===== src/hw/rtl/fbnp_pkg.sv =====
// Shared types and constants for the file block to node path translator.
// Holds the default tree geometry, region codes, depth codes and item structs.
// No dependencies.
package fbnp_pkg;

    // Default tree geometry
    localparam int DefInodeAddrs = 923;
    localparam int DefBlockAddrs = 1018;
    localparam int DefBlockNids  = 1018;

    // Field widths of the request and response items
    localparam int IndexW = 32;
    localparam int DepthW = 2;
    localparam int SlotW  = 10;
    localparam int Off1W  = 11;
    localparam int OffW   = 20;

    // Where a block index lands in the inode address tree
    typedef enum logic [2:0] {
        REGION_DIRECT    = 3'd0,
        REGION_DNODE0    = 3'd1,
        REGION_DNODE1    = 3'd2,
        REGION_IND0      = 3'd3,
        REGION_IND1      = 3'd4,
        REGION_DIND      = 3'd5,
        REGION_RANGE_ERR = 3'd6
    } region_t;

    // Tree depth codes
    localparam logic [DepthW-1:0] DEPTH_DIRECT = 2'd0;
    localparam logic [DepthW-1:0] DEPTH_DNODE  = 2'd1;
    localparam logic [DepthW-1:0] DEPTH_IND    = 2'd2;
    localparam logic [DepthW-1:0] DEPTH_DIND   = 2'd3;

    typedef struct packed {
        logic [IndexW-1:0] block_index;
    } in_item_t;

    typedef struct packed {
        logic              out_of_range;
        logic [DepthW-1:0] depth;
        logic [SlotW-1:0]  slot0;
        logic [SlotW-1:0]  slot1;
        logic [SlotW-1:0]  slot2;
        logic [SlotW-1:0]  slot3;
        logic [Off1W-1:0]  node_off1;
        logic [OffW-1:0]   node_off2;
        logic [OffW-1:0]   node_off3;
    } out_item_t;

endpackage


===== src/hw/rtl/fbnp_divide.sv =====
// Two-stage constant division of the region offset.
// Stage one: quotient by BLOCK_ADDRS through an exact reciprocal multiply.
// Stage two: remainder by BLOCK_ADDRS and quotient by BLOCK_NIDS. Depends on fbnp_pkg.
module fbnp_divide #(
    parameter int BLOCK_ADDRS = fbnp_pkg::DefBlockAddrs,
    parameter int BLOCK_NIDS  = fbnp_pkg::DefBlockNids,
    localparam int RelW = $clog2(BLOCK_ADDRS * BLOCK_NIDS * BLOCK_NIDS),
    localparam int QW   = $clog2(BLOCK_NIDS * BLOCK_NIDS),
    localparam int NW   = $clog2(BLOCK_NIDS),
    localparam int RW   = $clog2(BLOCK_ADDRS)
) (
    input  logic                          clk,
    input  logic                          rst_n,
    input  logic                          in_valid,
    output logic                          in_ready,
    input  fbnp_pkg::region_t             in_region,
    input  logic [fbnp_pkg::SlotW-1:0]    in_slot0,
    input  logic [RelW-1:0]               rel,
    output logic                          out_valid,
    input  logic                          out_ready,
    output fbnp_pkg::region_t             out_region,
    output logic [fbnp_pkg::SlotW-1:0]    out_slot0,
    output logic [RW-1:0]                 rem_addr,
    output logic [QW-1:0]                 q_all,
    output logic [NW-1:0]                 q_nid
);
    import fbnp_pkg::*;

    // Reciprocals exact over the full operand width
    localparam int S1  = RelW + $clog2(BLOCK_ADDRS);
    localparam int PW1 = S1 + QW;
    localparam longint unsigned M1 =
        ((longint'(1) << S1) + longint'(BLOCK_ADDRS) - 1) / BLOCK_ADDRS;
    localparam int S2  = QW + NW;
    localparam int PW2 = S2 + NW;
    localparam longint unsigned M2 =
        ((longint'(1) << S2) + longint'(BLOCK_NIDS) - 1) / BLOCK_NIDS;

    logic                 qa_v_reg;
    region_t              qa_region_reg;
    logic [SlotW-1:0]     qa_slot0_reg;
    logic [RelW-1:0]      qa_rel_reg;
    logic [QW-1:0]        qa_q_reg;
    logic [QW-1:0]        qa_q_next;
    logic [PW1-1:0]       prod1;
    logic                 qa_ready;

    logic                 qb_v_reg;
    region_t              qb_region_reg;
    logic [SlotW-1:0]     qb_slot0_reg;
    logic [RW-1:0]        qb_rem_reg;
    logic [RW-1:0]        qb_rem_next;
    logic [QW-1:0]        qb_q_reg;
    logic [NW-1:0]        qb_nid_reg;
    logic [NW-1:0]        qb_nid_next;
    logic [RelW-1:0]      rem_full;
    logic [PW2-1:0]       prod2;

    assign qa_ready = !qb_v_reg || out_ready;
    assign in_ready = !qa_v_reg || qa_ready;

    // Quotient of the offset by the node block size
    assign prod1     = PW1'(rel) * PW1'(M1);
    assign qa_q_next = prod1[PW1-1:S1];

    always_ff @(posedge clk or negedge rst_n)
    begin
        if (!rst_n)
            qa_v_reg <= 1'b0;
        else if (in_ready)
            qa_v_reg <= in_valid;
    end

    always_ff @(posedge clk)
    begin
        if (in_valid && in_ready)
        begin
            qa_region_reg <= in_region;
            qa_slot0_reg  <= in_slot0;
            qa_rel_reg    <= rel;
            qa_q_reg      <= qa_q_next;
        end
    end

    // Remainder by the block size and quotient by the pointer count
    assign rem_full    = qa_rel_reg - RelW'(qa_q_reg) * RelW'(BLOCK_ADDRS);
    assign qb_rem_next = rem_full[RW-1:0];
    assign prod2       = PW2'(qa_q_reg) * PW2'(M2);
    assign qb_nid_next = prod2[PW2-1:S2];

    always_ff @(posedge clk or negedge rst_n)
    begin
        if (!rst_n)
            qb_v_reg <= 1'b0;
        else if (qa_ready)
            qb_v_reg <= qa_v_reg;
    end

    always_ff @(posedge clk)
    begin
        if (qa_v_reg && qa_ready)
        begin
            qb_region_reg <= qa_region_reg;
            qb_slot0_reg  <= qa_slot0_reg;
            qb_rem_reg    <= qb_rem_next;
            qb_q_reg      <= qa_q_reg;
            qb_nid_reg    <= qb_nid_next;
        end
    end

    assign out_valid  = qb_v_reg;
    assign out_region = qb_region_reg;
    assign out_slot0  = qb_slot0_reg;
    assign rem_addr   = qb_rem_reg;
    assign q_all      = qb_q_reg;
    assign q_nid      = qb_nid_reg;

endmodule


===== config.mk =====
export PLATFORM = sky130hd
export DESIGN_NAME = fbnp_divide
export DESIGN_NICKNAME = d
export VERILOG_FILES = /design/src/hw/rtl/fbnp_pkg.sv /design/src/hw/rtl/fbnp_divide.sv
export SDC_FILE = /design/constraint.sdc
export NUM_CORES = 1
export LEC_CHECK = 0
export BUFFER_PORTS_ARGS = -buffer_cell sky130_fd_sc_hd__buf_2
export CAP_MARGIN = 40
export CORE_UTILIZATION = 40
export CTS_BUF_LIST = sky130_fd_sc_hd__clkbuf_16
export DETAILED_ROUTE_END_ITERATION = 12
export PLACE_DENSITY = 0.67
export RECOVER_POWER = 50
export SYNTH_ARGS = -nofsm -noshare
export SYNTH_HDL_FRONTEND = slang
export SYNTH_SLANG_ARGS = --single-unit
export TNS_END_PERCENT = 1

===== constraint.sdc =====
create_clock -name clk -period 9.18 [get_ports clk]
set_input_delay 0.918 -clock clk [delete_from_list [all_inputs] [get_ports clk]]
set_output_delay 0.918 -clock clk [all_outputs]
set_load 0.01 [all_outputs]

==> impl_results.md, run 1 <==
* Cell count after synthesis at 1,811
* Worst-margin pin slew at 1.92 ns
* Worst R2R End: q_nid[4]$_DFFE_PP_
* Synth warnings at 0
* Type of the tightest min-delay check: in -> async
* Layout cell share with drive strength beyond 1 at 0.0550
* Final ANT Viol Nets at 0
* Top_reg_cell synth: edfxtp_1
* CP delay by family, top: adder cells
* XOR/XNOR Fraction of Synth Area at 0.0201
* Worst-skew pair later-pin latency at between 0.3 and 0.4 ns
* Total wire length at 42,300 um
* Mapped Area at 19,100 sq um
* GPL Wtd Cong at roughly 0.91
* RSZ-0062 raised after global routing: no
* Critical Path Start: rel[8]
* HPWL Detailed at 36,500 um
* Pin count of the biggest net entering global routing at 54
* DIE WIDTH at 221 um
* Worst Path Buf+Inv at 5
* DP Cell Count at 2,518
* Reg2reg setup slack at roughly 3.5 ns
* Status: complete, but fails checks
* Syn avg cell area at 10.6 sq um
* Final WS setup at 2.09 ns
* Met2 Usage GRT at 0.299
* CTS tree: done
* Post-Syn Nets at 2,640
* Vias per inst at about 5.0
* Simple-gate portion of the synthesized area at 0.0388
* Share of async-settable or async-resettable flops after synthesis at 0.0204
* Rows at 79
* Failing checks: design-rule violations, max-capacitance violations, max-slew violations
* Grt total ovfl at 0
* Cts hold-fix bufs at 0
* H-tree depth at 3
* Final setup vio count at 0
* CTS max path bufs at 2
* Busiest grt layer: met2
* Area grow syn2layout at 8.01%
* Post-synthesis compound-gate area fraction at 0.0743
* R2r worst-path depth at 18
* Die Y at 221 um
* Main combinational cell family by area after synthesis: adder cells
* RR Startpoint: qa_q_reg[6]$_DFFE_PP_
* Layout net count at 2,751
* Number of clock buffers inserted by TritonCTS at 9
* Ports at 102
* Synthesized flop and latch total at 98
* Synth unique cells at 64
* Critical Path RT at 9.30 ns
* All-Layer GR Usage at 0.180
* Number of synthesized flops with an enable pin at 96
* CP dominant cell by count: ha_1
* CTS sink cnt at 98
* Adder-cell area share of the yosys netlist at 0.609
* Sequential area share after synthesis at 0.153
* Global-route wire length before repair at 69,800 um
* Grt met3 use at 0.0305
* Fin crit period at 7.09 ns
* Setup crit end kind: flop
* Reg clk slew, reported paths at 0.08 ns
* Critical Setup Path Class: in -> reg
* Max Clock Freq at 0.141 GHz
* CP max stage delay at 0.65 ns
* Number of antenna violations at the first check in global routing at 0
* Max-slew violation count at 37
* Data arrival, critical path at 7.21 ns
* CORE AREA at 46,900 sq um
* Area occupied by multi-input gates at 14,200 sq um
* First DRT Iteration DRCs at 650
* Post-synthesis mux area share at 0.000523
* CP max stage cell: clkbuf_1
* Final worst-path cycle share at 0.772
* Fin. Hold Viols at 0
* Die ar. at 48,800 sq um
* Element type at the critical path start: input port
* Clk root buf: clkbuf_16
* Register area at 2930 sq um
* Setup TNS Final at 0 ns
* Max Cap Violations at 1
* Post-place setup slack at around 1.9 ns
* Vias in the first global route at 13.7k
* Slew headroom at -0.281
* # DRC at 4
* Crit-path cells: clkbuf_1 > ha_1 > ha_1 > fa_1 > inv_1 > fa_1 > inv_1 > ha_1 > ha_1 > fa_1 > inv_1 > fa_1 > inv_1 > ha_1 > a21oi_1 > o21ai_0 > a311oi_1 > o22ai_2 > o21ai_1 > a21oi_1 > a31oi_1 > xnor2_1
* Starting density of the core at 0.409
* DR vias at 12.7k
* Fin cells at roughly 2.5k
* Post-CTS Resized at 0
* Routed WL per cell at 16.7 um
* Clock Skews at roughly 0.012 ns
* Antenna Diode Count at 0
* M1 GR Usage at 0.244
* Drt pass-1 iters at 9
* Port Buf Inserts at 101
* Post-CTS Repair Setup Buffers at 0
* Hold Slack at 0.304 ns
* Maximum fanout count along the critical path at 9
* Fill cells at 4,522
-- cells in the final DEF, fill, tap and decap left out, types with 6 or more instances in the layout --
cell	n
buf_2	71
nor2b_1	7
nor2_1	31
o21ai_1	10
nand4_1	13
edfxtp_1	96
clkbuf_1	33
o21bai_1	10
a21oi_1	61
a31oi_1	10
fa_1	250
inv_1	526
and3_1	6
xor2_1	9
a21o_1	27
a211oi_1	6
nand2_1	38
nand2b_1	8
o21ai_0	29
nand3_1	20
ha_1	532
clkbuf_16	9
xnor2_1	35
-- worst reg2reg max path, delay by kind of cell (launching register included) --
family / cells / cell delay [ns]
compound gates: 6 / 1.48
fa+ha+maj: 7 / 2.68
buf+inv: 3 / 0.69
flops: 1 / 0.32
mux: 1 / 0.15
simple gates: 1 / 0.21
-- how the worst max path moves through the flow --
stage                                   to  slack (ns)  cells after the start
floorplan           qa_q_reg[17]$_DFFE_PP_        2.59                     23
global placement    qa_q_reg[17]$_DFFE_PP_        1.98                     22
detailed placement  qa_q_reg[18]$_DFFE_PP_        1.89                     22
CTS                 qa_q_reg[18]$_DFFE_PP_        2.30                     22
global route         qa_q_reg[6]$_DFFE_PP_        1.85                     22
finish              qa_q_reg[19]$_DFFE_PP_        2.09                     22
-- Yosys cell counts, drive strengths merged, types with 3 or more instances --
master   number  share of area
o31ai         3         0.0019
clkbuf        5         0.0010
o211ai        5         0.0020
nand4        15         0.0056
a21boi        5         0.0020
nand2b        8         0.0026
inv         526           0.10
nor3          6         0.0024
a211o         3         0.0014
nor2b         7         0.0023
a41o          3         0.0016
a221oi        4         0.0022
a21oi        61          0.016
o21ai        39          0.010
xnor2        35          0.016
a21o         27          0.011
a31oi        10         0.0033
o2111ai       3         0.0017
and2          5         0.0016
o21bai       11         0.0045
fa          250           0.26
nor2         32         0.0064
xor2          9         0.0041
o21a          4         0.0016
ha          532           0.35
nand3        20         0.0052
and3          6         0.0020
edfxtp       96           0.15
nand2        38         0.0074
nor4          4         0.0013
a211oi        8         0.0037
a2111oi       7         0.0039
-- layout make-up --
class | instances | share of cell area
Inverter | 526 | 0.0955
Clock buffer | 9 | 0.0109
Sequential cell | 98 | 0.142
Multi-Input combinational cell | 1182 | 0.688
Timing Repair Buffer | 105 | 0.0235
Tap cell | 607 | 0.0367
Clock inverter | 7 | 0.00393
-- kinds of logic after synthesis --
family,count (synthesis)
fa+ha+maj,782
buf+inv,531
compound gates,209
simple gates,146
flops,98
xor+xnor,44
mux,1
-- per-stage QoR --
stage | cell area [sq um] | utilization
finish | 20700 | 0.441
global route | 20700 | 0.441
CTS | 20700 | 0.443
detailed placement | 20400 | 0.436
global placement | 20400 | 0.436
floorplan | 19100 | -
-- per-layer routing --
layer / share of wire / up-vias
met2: 0.47 / 234
li1: - / 6161
met5: 0 / -
met4: 0.015 / 0
met3: 0.042 / 35
met1: 0.48 / 6243
Power of run 1 is not shown: default switching activity piles up to over one toggle a cycle in this logic, so the estimate is an artifact.
==> inputs of run 2 (changes only) <==
- PLACE_DENSITY: 0.67 -> 0.69
- clock period: 9.18 -> 6.3 ns (I/O delays scaled with it)
==> run 2 against run 1 <==
The flow still finishes with violations (design-rule violations, max-capacitance violations, max-slew violations). Register-to-register slack lost 2.9 ns. Setup slack lost 2.0 ns. Via count grew 4.6%. Critical path depth grew 1. Sequential share of layout area shrank 0.98 points. Die area is the same.
==> impl_results.md, run 2 (synthesis gave the netlist of run 1 again) <==
* Global-route wire length before repair at between 70,000 and 80,000 um
* Setup crit end kind: flop
* Data arrival, critical path at 6.29 ns
* GPL Wtd Cong at 0.895
* Fin cells at 2,657
* # DRC at 8
* WL met2 at 22,500 um
* Critical Setup Path Class: in -> reg
* Area grow syn2layout at 16.0%
* Max Cap Violations at 1
* Fin crit period at slightly above 6 ns
* Element type at the critical path start: input port
* First DRT Iteration DRCs at roughly 750
* CTS sink cnt at 98
* Worst-skew pair later-pin latency at 0.36 ns
* DIE WIDTH at 221 um
* DP Cell Count at between 2k and 3k
* Starting density of the core at 0.409
* Most frequent cells in the layout: inv_1, ha_1, fa_1, buf_4, edfxtp_1
* Drt pass-1 iters at 11
* Clk root buf: clkbuf_16
* Maximum fanout count along the critical path at 4
* Highest Signal Layer: met4
* Final setup vio count at 0
* Fin. Hold Viols at 0
* Status: complete, but fails checks
* Hold Slack at between 0.03 and 0.04 ns
* Vias per inst at 4.99
* Critical Path RT at approximately 6.4 ns
* Crit path capture: qa_q_reg[3]$_DFFE_PP_
* Clock Skews at ~0.012 ns
* Die ar. at 48,800 sq um
* Commonest non-fill, non-tap cell in the layout: inv_1
* Type of the tightest min-delay check: in -> async
* RSZ-0062 raised after global routing: yes
* Grt total ovfl at 0
* Max Clock Freq at 0.162 GHz
* All-Layer GR Usage at 0.185
* Final Util at 0.474
* Number of clock buffers inserted by TritonCTS at 9
* Reg clk slew, reported paths at 0.07 ns
* Routed WL per cell at about 17 um
* Total wire length at 44,600 um
* RR Startpoint: qa_q_reg[19]$_DFFE_PP_
* Reg2reg setup slack at 0.54 ns
* Rows at 79
* Worst-margin pin slew at between 2 and 2.5 ns
* Number of antenna violations at the first check in global routing at 0
* Max-slew violation count at 39
* Met3 WL at 1960 um
* Pin count of the biggest net entering global routing at 54
* Die Y at around 220 um
* Wire length on met1 at 19,500 um
* Ports at 102
* Layout cell share with drive strength beyond 1 at 0.147
* Port Buf Inserts at 101
* H-tree depth at 3
* HPWL Detailed at 38,500 um
* Final ANT Viol Nets at 0
* DR vias at 13.3k
* Antenna Diode Count at 0
* Critical Path Start: rel[24]
* CTS tree: done
* Failing checks: design-rule violations, max-capacitance violations, max-slew violations
* Layout net count at 2,874
* Slew headroom at -0.379
* Final worst-path cycle share at 0.982
* CORE AREA at between 40,000 and 50,000 sq um
* CTS max path bufs at 2
* Cts hold-fix bufs at 0
* Vias in the first global route at 14.1k
* Worst R2R End: q_nid[9]$_DFFE_PP_
* R2r worst-path depth at 20
## run 2: area by class of cell
| type | instances | area, sq um |
|---|---|---|
| clock buffers | 9 | 225 |
| clock inverters | 7 | 75.1 |
| fillers | 4295 | 24600 |
| inverters | 526 | 1970 |
| multi-input cells | 1182 | 14800 |
| flip-flops and latches | 98 | 2930 |
| well taps | 607 | 759 |
| repair buffers | 228 | 1420 |
## run 2: critical path, cell delays in order
cell and delay, ns:
buf_2 0.15, ha_4 0.30, ha_4 0.20, fa_1 0.52
fa_1 0.44, fa_1 0.51, inv_1 0.05, fa_1 0.54
inv_1 0.05, fa_1 0.48, inv_1 0.05, fa_1 0.50
inv_1 0.06, ha_4 0.24, a211oi_1 0.26, o211ai_1 0.17
a211oi_2 0.23, o211ai_1 0.10, buf_4 0.17, o21bai_4 0.20
nand2_1 0.12, buf_4 0.15, xor2_1 0.13
## run 2: through the flow
step | area, sq um | setup TNS, ns | setup WS, ns
5_1_grt | 22200 | -0.360 | -0.0726
6_report | 22200 | 0 | 0.114
2_1_floorplan | 19200 | 0 | 0.00309
4_1_cts | 21800 | -0.0249 | -0.0249
3_3_place_gp | 21400 | -7.18 | -0.501
3_5_place_dp | 21400 | -8.13 | -0.528
## run 2: how the worst min path moves through the flow
| stage | start | endpoint | slack, ns | cells after the start |
|---|---|---|---|---|
| final | rst_n | qa_v_reg$_DFFE_PN0N_ | 0.04 | 1 |
| after global routing | rst_n | out_valid$_DFFE_PN0P_ | 0.04 | 1 |
| after floorplan | rst_n | out_valid$_DFFE_PN0P_ | 0.33 | 0 |
| after detailed placement | qa_region_reg[2]$_DFFE_PP_ | out_region[2]$_DFFE_PP_ | 0.40 | 0 |
| after global placement | qa_slot0_reg[1]$_DFFE_PP_ | out_slot0[1]$_DFFE_PP_ | 0.40 | 0 |
| after CTS | rst_n | qa_v_reg$_DFFE_PN0N_ | 0.02 | 1 |
## run 2: repair_timing
item / CTS / global route
buffers inserted: 1 / 0
pin swaps: 10 / 51
setup endpoints to repair: 15 / 19
gates resized for setup: 7 / 86
## run 2: layer usage
layer	vias up	track usage
li1	6399	-
met5	-	0
met3	36	0.0256
met4	0	0.0465
met2	269	0.327
met1	6548	0.236
Power of run 2 is left out for the same reason.
==> inputs of run 3 (changes only) <==
- CORE_UTILIZATION: 40 -> 45
- PLACE_DENSITY: 0.69 -> 0.75
==> run 3 against run 2 <==
Worst hold slack got worse by 0.0075 ns. Highest routed layer unchanged. The flow finishes with violations (max-capacitance violations, max-slew violations). Global-route usage rose by 2.4 points. Largest cell class unchanged. Utilization rose by 5.0 points. Critical endpoint is now qa_q_reg[17]$_DFFE_PP_. Die area fell by 11%.
==> impl_results.md, run 3 (synthesis gave the netlist of run 1 again) <==
* Worst-margin pin slew at 2.08 ns
* CP dominant cell by count: fa_1
* Hold Slack at 0.0298 ns
* Area grow syn2layout at 14.7%
* Final WS setup at 0.0405 ns
* Failing checks: max-capacitance violations, max-slew violations
* CP max stage delay at 0.55 ns
* Max Clock Freq at about 0.16 GHz
* GPL Wtd Cong at just over 0.9
* Data arrival, critical path at 6.37 ns
* Critical Path RT at approximately 6.4 ns
* Port Buf Inserts at 101
* Layout cell share with drive strength beyond 1 at 0.142
* DR vias at 13.4k
* Fin. Hold Viols at 0
* Number of clock buffers inserted by TritonCTS at 9
* # DRC at 0
* Layout net count at 2,880
* Ports at 102
* Reg2reg setup slack at between 0.6 and 0.7 ns
* Reg clk slew, reported paths at 0.08 ns
* Max-slew violation count at 38
* H-tree depth at 3
* Worst R2R End: q_nid[8]$_DFFE_PP_
* CORE AREA at 41,900 sq um
* Worst-skew pair later-pin latency at around 0.36 ns
* Type of the tightest min-delay check: in -> async
* Antenna Diode Count at 0
* Routed WL per cell at 16.9 um
* DP Cell Count at 2,570
* Final worst-path cycle share at 0.994
* Max Cap Violations at 1
* Starting density of the core at 0.457
* HPWL Detailed at 37,800 um
* Status: complete, but fails checks
* Fin cells at 2,595
* All-Layer GR Usage at 0.208
* Final Util at 0.524
* Global-route wire length before repair at approximately 70,000 um
* Most frequent cells in the layout: inv_1, ha_1, fa_1, buf_4, edfxtp_1
* CTS sink cnt at between 90 and 100
* Grt total ovfl at 0
* Crit-path cells: buf_2 > ha_4 > ha_4 > fa_1 > fa_1 > fa_1 > inv_1 > fa_1 > inv_1 > fa_1 > inv_1 > fa_1 > inv_1 > ha_1 > nand2_2 > nor3_4 > nand4_1 > o211ai_1 > buf_4 > o21bai_4 > buf_6 > o31ai_4 > a41oi_2 > xnor2_1
* CTS max path bufs at 2
* Drt pass-1 iters at 6
* CP max stage cell: fa_1
* Critical Setup Path Class: in -> reg
* Rows at 75
* Cts hold-fix bufs at 0
* RR Startpoint: qa_q_reg[19]$_DFFE_PP_
* Post-place setup slack at -0.630 ns
* R2r worst-path depth at 19
* Worst Path Buf+Inv at 7
* Pin count of the biggest net entering global routing at 54
* Element type at the critical path start: input port
* Vias per inst at 5.16
* CTS tree: done
* Vias in the first global route at 14.6k
* Clk root buf: clkbuf_16
* Critical Path Start: rel[24]
* Die ar. at 43,400 sq um
* CP Depth at 24
* Slew headroom at -0.383
* Fin crit period at 6.26 ns
* RSZ-0062 raised after global routing: yes
* CP delay by family, top: adder cells
* Total wire length at 43,700 um
* Crit path capture: qa_q_reg[17]$_DFFE_PP_
* Final setup vio count at 0
* Fill cells at ~3.6k
* Die Y at roughly 210 um
* Clock Skews at ~0.0095 ns
* Number of antenna violations at the first check in global routing at 0
* First DRT Iteration DRCs at 615
* DIE WIDTH at approximately 210 um
* Commonest non-fill, non-tap cell in the layout: inv_1
* Maximum fanout count along the critical path at 5
* Setup crit end kind: flop
* Final ANT Viol Nets at 0
[run 3: area by class of cell]
cell class | count | area (sq um) | share of cell area
multi-input combinational | 1182 | 14600 | 0.666
sequential | 98 | 2930 | 0.133
inverter | 526 | 1970 | 0.0899
timing repair buffer | 234 | 1470 | 0.0667
tap | 539 | 674 | 0.0307
clock buffer | 9 | 225 | 0.0102
clock inverter | 7 | 70.1 | 0.00319
[run 3: metal layers]
metal	share of wire	track usage
met4	0.023	0.0603
met2	0.50	0.374
met1	0.43	0.266
met3	0.046	0.0184
met5	0	0
[run 3: worst min path at each step]
stage                                    startpoint  slack (ns)  cells past startpoint                endpoint
after detailed placement  qa_slot0_reg[6]$_DFFE_PP_        0.40                      0  out_slot0[6]$_DFFE_PP_
after global routing                          rst_n        0.02                      1    qa_v_reg$_DFFE_PN0N_
after floorplan                               rst_n        0.33                      0   out_valid$_DFFE_PN0P_
final                                         rst_n        0.03                      1    qa_v_reg$_DFFE_PN0N_
after CTS                                     rst_n        0.02                      1    qa_v_reg$_DFFE_PN0N_
after global placement    qa_slot0_reg[2]$_DFFE_PP_        0.40                      0  out_slot0[2]$_DFFE_PP_
[run 3: what timing repair did]
item                                    4_1_cts  5_1_grt
endpoints found under the setup margin       14       18
pin swaps                                    17       33
buffers inserted                              6        3
cloned                                        0        0
gates resized for setup                      17       50
[run 3: worst reg2reg max path, delay by kind of cell (launching register included)]
family / cells / cell delay (ns)
fa+ha+maj: 8 / 3.23
compound gates: 5 / 0.80
xor+xnor: 1 / 0.14
buf+inv: 4 / 0.20
simple gates: 1 / 0.47
flops: 1 / 0.56
[run 3: per-stage QoR]
stage          TNS, ns  area, sq um
3_3_place_gp     -6.76        21300
3_5_place_dp     -9.06        21300
6_report             0        22000
4_1_cts              0        21800
5_1_grt          -1.76        22000
2_1_floorplan        0        19200
Power of run 3 is left out for the same reason.
